--- src/rtl/spint_pkg.sv ---
// ----------------------------------------------------------------------------
// spint_pkg
// shared types and constants of the spectrum integrator with statistics
// ----------------------------------------------------------------------------
package spint_pkg;

  localparam int unsigned MaxChannelsDef = 4096;
  localparam int unsigned MaxGroupDef    = 256;

  // counts up to 65536 need 17 bits, channel indexes 16
  localparam int unsigned CntW = 17;
  localparam int unsigned IdxW = 16;

  localparam logic [2:0] RegFormat = 3'd0;
  localparam logic [2:0] RegTotal  = 3'd1;
  localparam logic [2:0] RegWStart = 3'd2;
  localparam logic [2:0] RegWWidth = 3'd3;
  localparam logic [2:0] RegGroup  = 3'd4;

  localparam logic KindChannel = 1'b0;
  localparam logic KindStats   = 1'b1;

  typedef struct packed {
    logic signed [31:0] sample;
    logic signed [31:0] quant_mean;
    logic        [30:0] quant_rms;
    logic               end_of_data;
  } in_beat_t;

  typedef struct packed {
    logic               kind;
    logic        [11:0] channel_index;
    logic signed [31:0] value;
    logic        [30:0] spread;
    logic               last;
  } out_beat_t;

  typedef struct packed {
    logic        sample_format;
    logic [12:0] total_channels;
    logic [11:0] window_start;
    logic [12:0] window_width;
    logic [8:0]  spectra_per_group;
  } cfg_t;

  // one classified element handed from front to back
  typedef struct packed {
    logic signed [31:0] x;
    logic [IdxW-1:0]    idx;
    logic               in_win;
    logic               first;
    logic               closing;
    logic               last_elem;
    logic [CntW-1:0]    n;
    logic [CntW-1:0]    kept;
  } cmd_t;

  typedef struct packed {
    logic            start;
    logic [63:0]     dividend;
    logic [CntW-1:0] divisor;
  } div_req_t;

  typedef struct packed {
    logic        done;
    logic [63:0] quotient;
  } div_rsp_t;

  typedef struct packed {
    logic        start;
    logic [63:0] radicand;
  } sqrt_req_t;

  typedef struct packed {
    logic        done;
    logic [31:0] root;
  } sqrt_rsp_t;

endpackage

--- src/rtl/spint_front.sv ---
// ----------------------------------------------------------------------------
// spint_front
// classifies raw elements: dequantization, window and group bookkeeping
// ----------------------------------------------------------------------------
module spint_front #(
  parameter int unsigned MAX_CHANNELS = spint_pkg::MaxChannelsDef,
  parameter int unsigned MAX_GROUP    = spint_pkg::MaxGroupDef
) (
  input  logic                clk_i,
  input  logic                rst_ni,
  input  spint_pkg::cfg_t     cfg_i,
  input  logic                accept_i,
  input  spint_pkg::in_beat_t in_i,
  output spint_pkg::cmd_t     cmd_o
);
  import spint_pkg::*;

  localparam int unsigned PosW = $clog2(MAX_CHANNELS);
  localparam int unsigned GrpW = $clog2(MAX_GROUP + 1);
  localparam int unsigned WW   = CntW + 1;

  logic [PosW-1:0] pos_q, pos_d;
  logic [GrpW-1:0] grp_q, grp_d;

  logic [WW-1:0] tc, ww, spg, ws, end_win, kept, pw, grp1;
  logic          closing, last_elem, in_win;

  logic signed [7:0]  code;
  logic signed [39:0] prod;
  logic signed [43:0] t;
  logic signed [44:0] dq;
  logic signed [31:0] x;

  always_comb begin
    tc = WW'(cfg_i.total_channels);
    if (tc == '0) tc = WW'(1);
    if (tc > WW'(MAX_CHANNELS)) tc = WW'(MAX_CHANNELS);
    ww = WW'(cfg_i.window_width);
    if (ww > WW'(MAX_CHANNELS)) ww = WW'(MAX_CHANNELS);
    spg = WW'(cfg_i.spectra_per_group);
    if (spg == '0) spg = WW'(1);
    if (spg > WW'(MAX_GROUP)) spg = WW'(MAX_GROUP);
    ws = WW'(cfg_i.window_start);
    end_win = ws + ww;
    if (end_win > tc) end_win = tc;
    kept = (end_win > ws) ? end_win - ws : '0;
    pw = WW'(pos_q);
    grp1 = WW'(grp_q) + WW'(1);
    in_win = (pw >= ws) && (pw < end_win);
    closing = in_i.end_of_data || (grp1 >= spg);
    last_elem = (pw + WW'(1)) >= tc;
  end

  // code * 6/256 * rms, rounded, plus offset, saturated; raw sample when sample_format is 0
  always_comb begin
    code = in_i.sample[7:0];
    prod = 40'(code) * $signed({9'd0, in_i.quant_rms});
    t    = 44'(prod) * 44'sd6 + 44'sd128;
    dq   = 45'(t >>> 8) + 45'(in_i.quant_mean);
    if (dq > 45'sh0_7FFF_FFFF) begin
      x = 32'sh7FFF_FFFF;
    end else if (dq < -45'sh0_8000_0000) begin
      x = 32'sh8000_0000;
    end else begin
      x = dq[31:0];
    end
    if (!cfg_i.sample_format) x = in_i.sample;
  end

  always_comb begin
    cmd_o.x         = x;
    cmd_o.idx       = IdxW'(pw - ws);
    cmd_o.in_win    = in_win;
    cmd_o.first     = (grp_q == '0);
    cmd_o.closing   = closing;
    cmd_o.last_elem = last_elem;
    cmd_o.n         = CntW'(grp1);
    cmd_o.kept      = CntW'(kept);
  end

  always_comb begin
    pos_d = pos_q;
    grp_d = grp_q;
    if (accept_i) begin
      if (last_elem) begin
        pos_d = '0;
        grp_d = closing ? '0 : GrpW'(grp1);
      end else begin
        pos_d = PosW'(pw + WW'(1));
      end
    end
  end

  always_ff @(posedge clk_i or negedge rst_ni) begin
    if (!rst_ni) begin
      pos_q <= '0;
      grp_q <= '0;
    end else begin
      pos_q <= pos_d;
      grp_q <= grp_d;
    end
  end

endmodule

--- config.mk ---
export PLATFORM = sky130hd
export DESIGN_NAME = spint_front
export DESIGN_NICKNAME = d
export VERILOG_FILES = /design/src/rtl/spint_pkg.sv /design/src/rtl/spint_front.sv
export SDC_FILE = /design/constraint.sdc
export NUM_CORES = 1
export LEC_CHECK = 0
export ABC_AREA = 1
export BUFFER_PORTS_ARGS = -buffer_cell sky130_fd_sc_hd__buf_2
export CORE_UTILIZATION = 54
export CTS_CLUSTER_SIZE = 14
export DETAILED_ROUTE_END_ITERATION = 7
export PLACE_DENSITY = 0.74
export SLEW_MARGIN = 20
export SYNTH_ARGS = -nofsm -noshare
export SYNTH_HDL_FRONTEND = slang
export SYNTH_SLANG_ARGS = --single-unit
--- constraint.sdc ---
create_clock -name clk_i -period 26.6 [get_ports clk_i]
set_input_delay 5.32 -clock clk_i [delete_from_list [all_inputs] [get_ports clk_i]]
set_output_delay 5.32 -clock clk_i [all_outputs]
set_load 0.02 [all_outputs]
==> metrics.md <==
| Metric | Value |
|---|---|
| Outcome | finished, final reports clean |
| Mapped cell area | 20700 um2 |
| R2R Setup Slk | 22.99 ns |
| Overflow after GRT | 0 |
| Fill cell count | 3910 |
| Cells after synthesis | 3389 |
| Hold Fails Final Rpt | 0 |
| Worst hold start | grp_q[4] |
| Max_cap viols | 0 |
| Mean Syn Cell Area | 6.10 um2 |
| GRT Util Overall | 0.309 |
| WS Path Type | in -> out |
| Relative slew margins | 0.347 |
| Reg2Reg Launch Point | pos_q[1] |
| Pins over their slew limit | 0 |
| Setup_tns | 0 ns |
| Critical Path RT | 21.28 ns |
| Worst Setup End Kind | primary output |
| Distinct cells, synth | 51 |
| Most used cell along the critical path | nand2_1 |
| # DRC | 0 |
| CTS tree | built |
| Average wire per standard cell | 14.6 um |
| Worst path max stage delay | 0.73 ns |
| Setup crit start kind | input port |
| EDFF count, synth | 0 |
| Die X | 198 um |
| Tmin final | 21.57 ns |
| Yosys top cell area share | 0.174 |
| Vias | 21200 |
| Io pins | 233 |
| DRT Wirelength | 59.1 mm |
| Reg2reg path depth | 16 |
| Initial antenna violation count | 0 |
| Final ANT Viol Nets | 0 |
| Largest net degree at the start of global routing | 33 |
| Tcrit/Tclk final | 0.811 |
| Clk sinks | 21 |
| Worst Clk Skew | 0.00124 ns |
| Hold Path Class | reg -> reg |
| Nets | 4153 |
| Starting Density | 0.549 |
| Deepest clock path buffer count | 2 |
| Detailed Routing Iterations Pass 1 | 6 |
| Final setup viols | 0 |
| Top_reg_cell synth | dfrtp_1 |
| FP Rows | 71 |
| PostCTS Resize Cnt | 0 |
| DP HPWL | 51.8 mm |
| Iteration-0 DRC Markers | 1182 |
| Min Hold Slack | 0.547 ns |
| Max Freq | 46.4 MHz |
| CP max stage cell | nand2_1 |
| Layout cells sized above 1 | 0.0794 |
| Root Driver | clkbuf_16 |
| Actual slew at the worst max-slew pin | 0.978 ns |
| Hold Buf Count CTS | 0 |
| Core outline area | 37700 um2 |
| Seq/Total Area, Yosys | 0.0254 |
| Worst EP arrival | 16.25 ns |
| Number of buffers created by CTS | 3 |
| Top cells by area, synth | ha_1 17%, fa_1 17%, nand2_1 17% |
| Worst-path clk slew | 0.06 ns |
| Worst hold endpoint | grp_q[4] |
| FFs w/ async S/R, synth | 1.00 |
| Synthesis-to-finish area growth | 7.05% |
| Reg2reg end | grp_q[1] |
| RSZ-0062 raised after global routing | no |
| Number of port buffers | 223 |
| Worst Path Max Fanout | 32 |
| Post-synth top area cell | ha_1 |
| Post-CTS Setup Inserts | 0 |
| Vias per Instance | 5.23 |
| Routability congestion estimate | 0.996 |
| Worst-Skew Late Latency | 0.26 ns |
| Die area | 39100 um2 |
| CTS H-tree depth | 1 |
| #FFs+latches synth | 21 |
| First-pass GRT wire length | 98.9 mm |
| Synth warn | 0 |
| Vias in the first global route | 20600 |
| Number of stages on the worst hold path | 2 |
| Die Height | 198 um |
## synth_stat cells (all sizes together) (2+ instances only)
cell	number
nand4	51
o31ai	3
a211oi	4
clkbuf	64
o21bai	14
o21ai	107
nor3	33
or2	13
nor2	326
xnor2	43
fa	179
nor4	12
and2	4
nand3b	16
dfrtp	21
nand3	128
a21boi	2
and3	3
a21o	23
a31oi	8
a21oi	212
ha	287
o2111ai	2
nand2	928
o21a	5
buf	25
o211ai	3
xor2	92
inv	763
o22ai	9
## worst max-delay path by stage
stage	from	to	slack (ns)	cells past startpoint
after detailed placement	in_i[71]	cmd_o[70]	5.11	49
after global routing	in_i[71]	cmd_o[81]	4.03	50
final	in_i[71]	cmd_o[70]	5.03	49
after global placement	in_i[71]	cmd_o[56]	5.30	49
after CTS	in_i[71]	cmd_o[70]	5.09	49
after floorplan	in_i[71]	cmd_o[56]	7.48	52
## registers in the layout, summed over array words and instances, names as in the netlist
| register | flops |
|---|---|
| grp_q | 9 |
| pos_q | 12 |
## layout make-up
cell class,instances,area (um2),share of cell area
antenna,1,2.50,0.000113
clock buffer,3,75.1,0.00339
clock inverter,1,5.00,0.000226
inverter,764,2870,0.130
multi-input combinational,2523,16900,0.762
sequential,21,526,0.0237
tap,511,639,0.0289
timing repair buffer,227,1150,0.0518
## critical path, delay by kind of cell
family          cells  cell delay (ns)
xor+xnor            3             0.75
simple gates       21             3.54
compound gates     10             2.30
fa+ha+maj           8             3.47
buf+inv             7             0.84
## cell families (layout without fill, tap and decap cells)
logic type	Yosys count	after routing	synth area share
adder cells (fa/ha/maj)	466	466	0.347
flip-flops	21	21	0.0254
buffers and inverters	853	995	0.160
other	1	10	0.000181
AO/OA/AOI/OAI	397	397	0.105
XOR/XNOR	135	135	0.0583
AND/OR/NAND/NOR	1516	1516	0.304
## stage by stage
stage / cell area, um2 / worst slack, ns / instances / utilization
global route: 22100 / 4.03 / 4050 / 0.588
floorplan: 20700 / 7.48 / 3397 / -
global placement: 22100 / 5.30 / 4046 / 0.585
finish: 22100 / 5.03 / 4051 / 0.588
CTS: 22100 / 5.09 / 4050 / 0.588
detailed placement: 22100 / 5.11 / 4046 / 0.585
## cells in the final DEF (no fill, tap or decap), drive strengths merged, types with 5 or more instances in the layout
cell    synthesis  final
a21o           23     23
a21oi         212    212
a31oi           8      8
buf            25    227
conb            1      9
dfrtp          21     21
fa            179    179
ha            287    287
inv           763    763
nand2         928    928
nand3         128    128
nand3b         16     16
nand4          51     51
nor2          326    326
nor3           33     33
nor4           12     12
o21a            5      5
o21ai         107    107
o21bai         14     14
o22ai           9      9
or2            13     13
xnor2          43     43
xor2           92     92
## layer usage
layer	vias to the layer above	share of wire	wire (um)	GRT usage
met5	-	0	0	0
met4	0	0.026	1550	0.0841
met3	97	0.056	3300	0.0149
met2	670	0.46	27300	0.539
met1	9700	0.46	27000	0.414
li1	10700	-	-	-
Power is not shown: default switching activity piles up to over one toggle a cycle in this logic, so the estimate is an artifact.
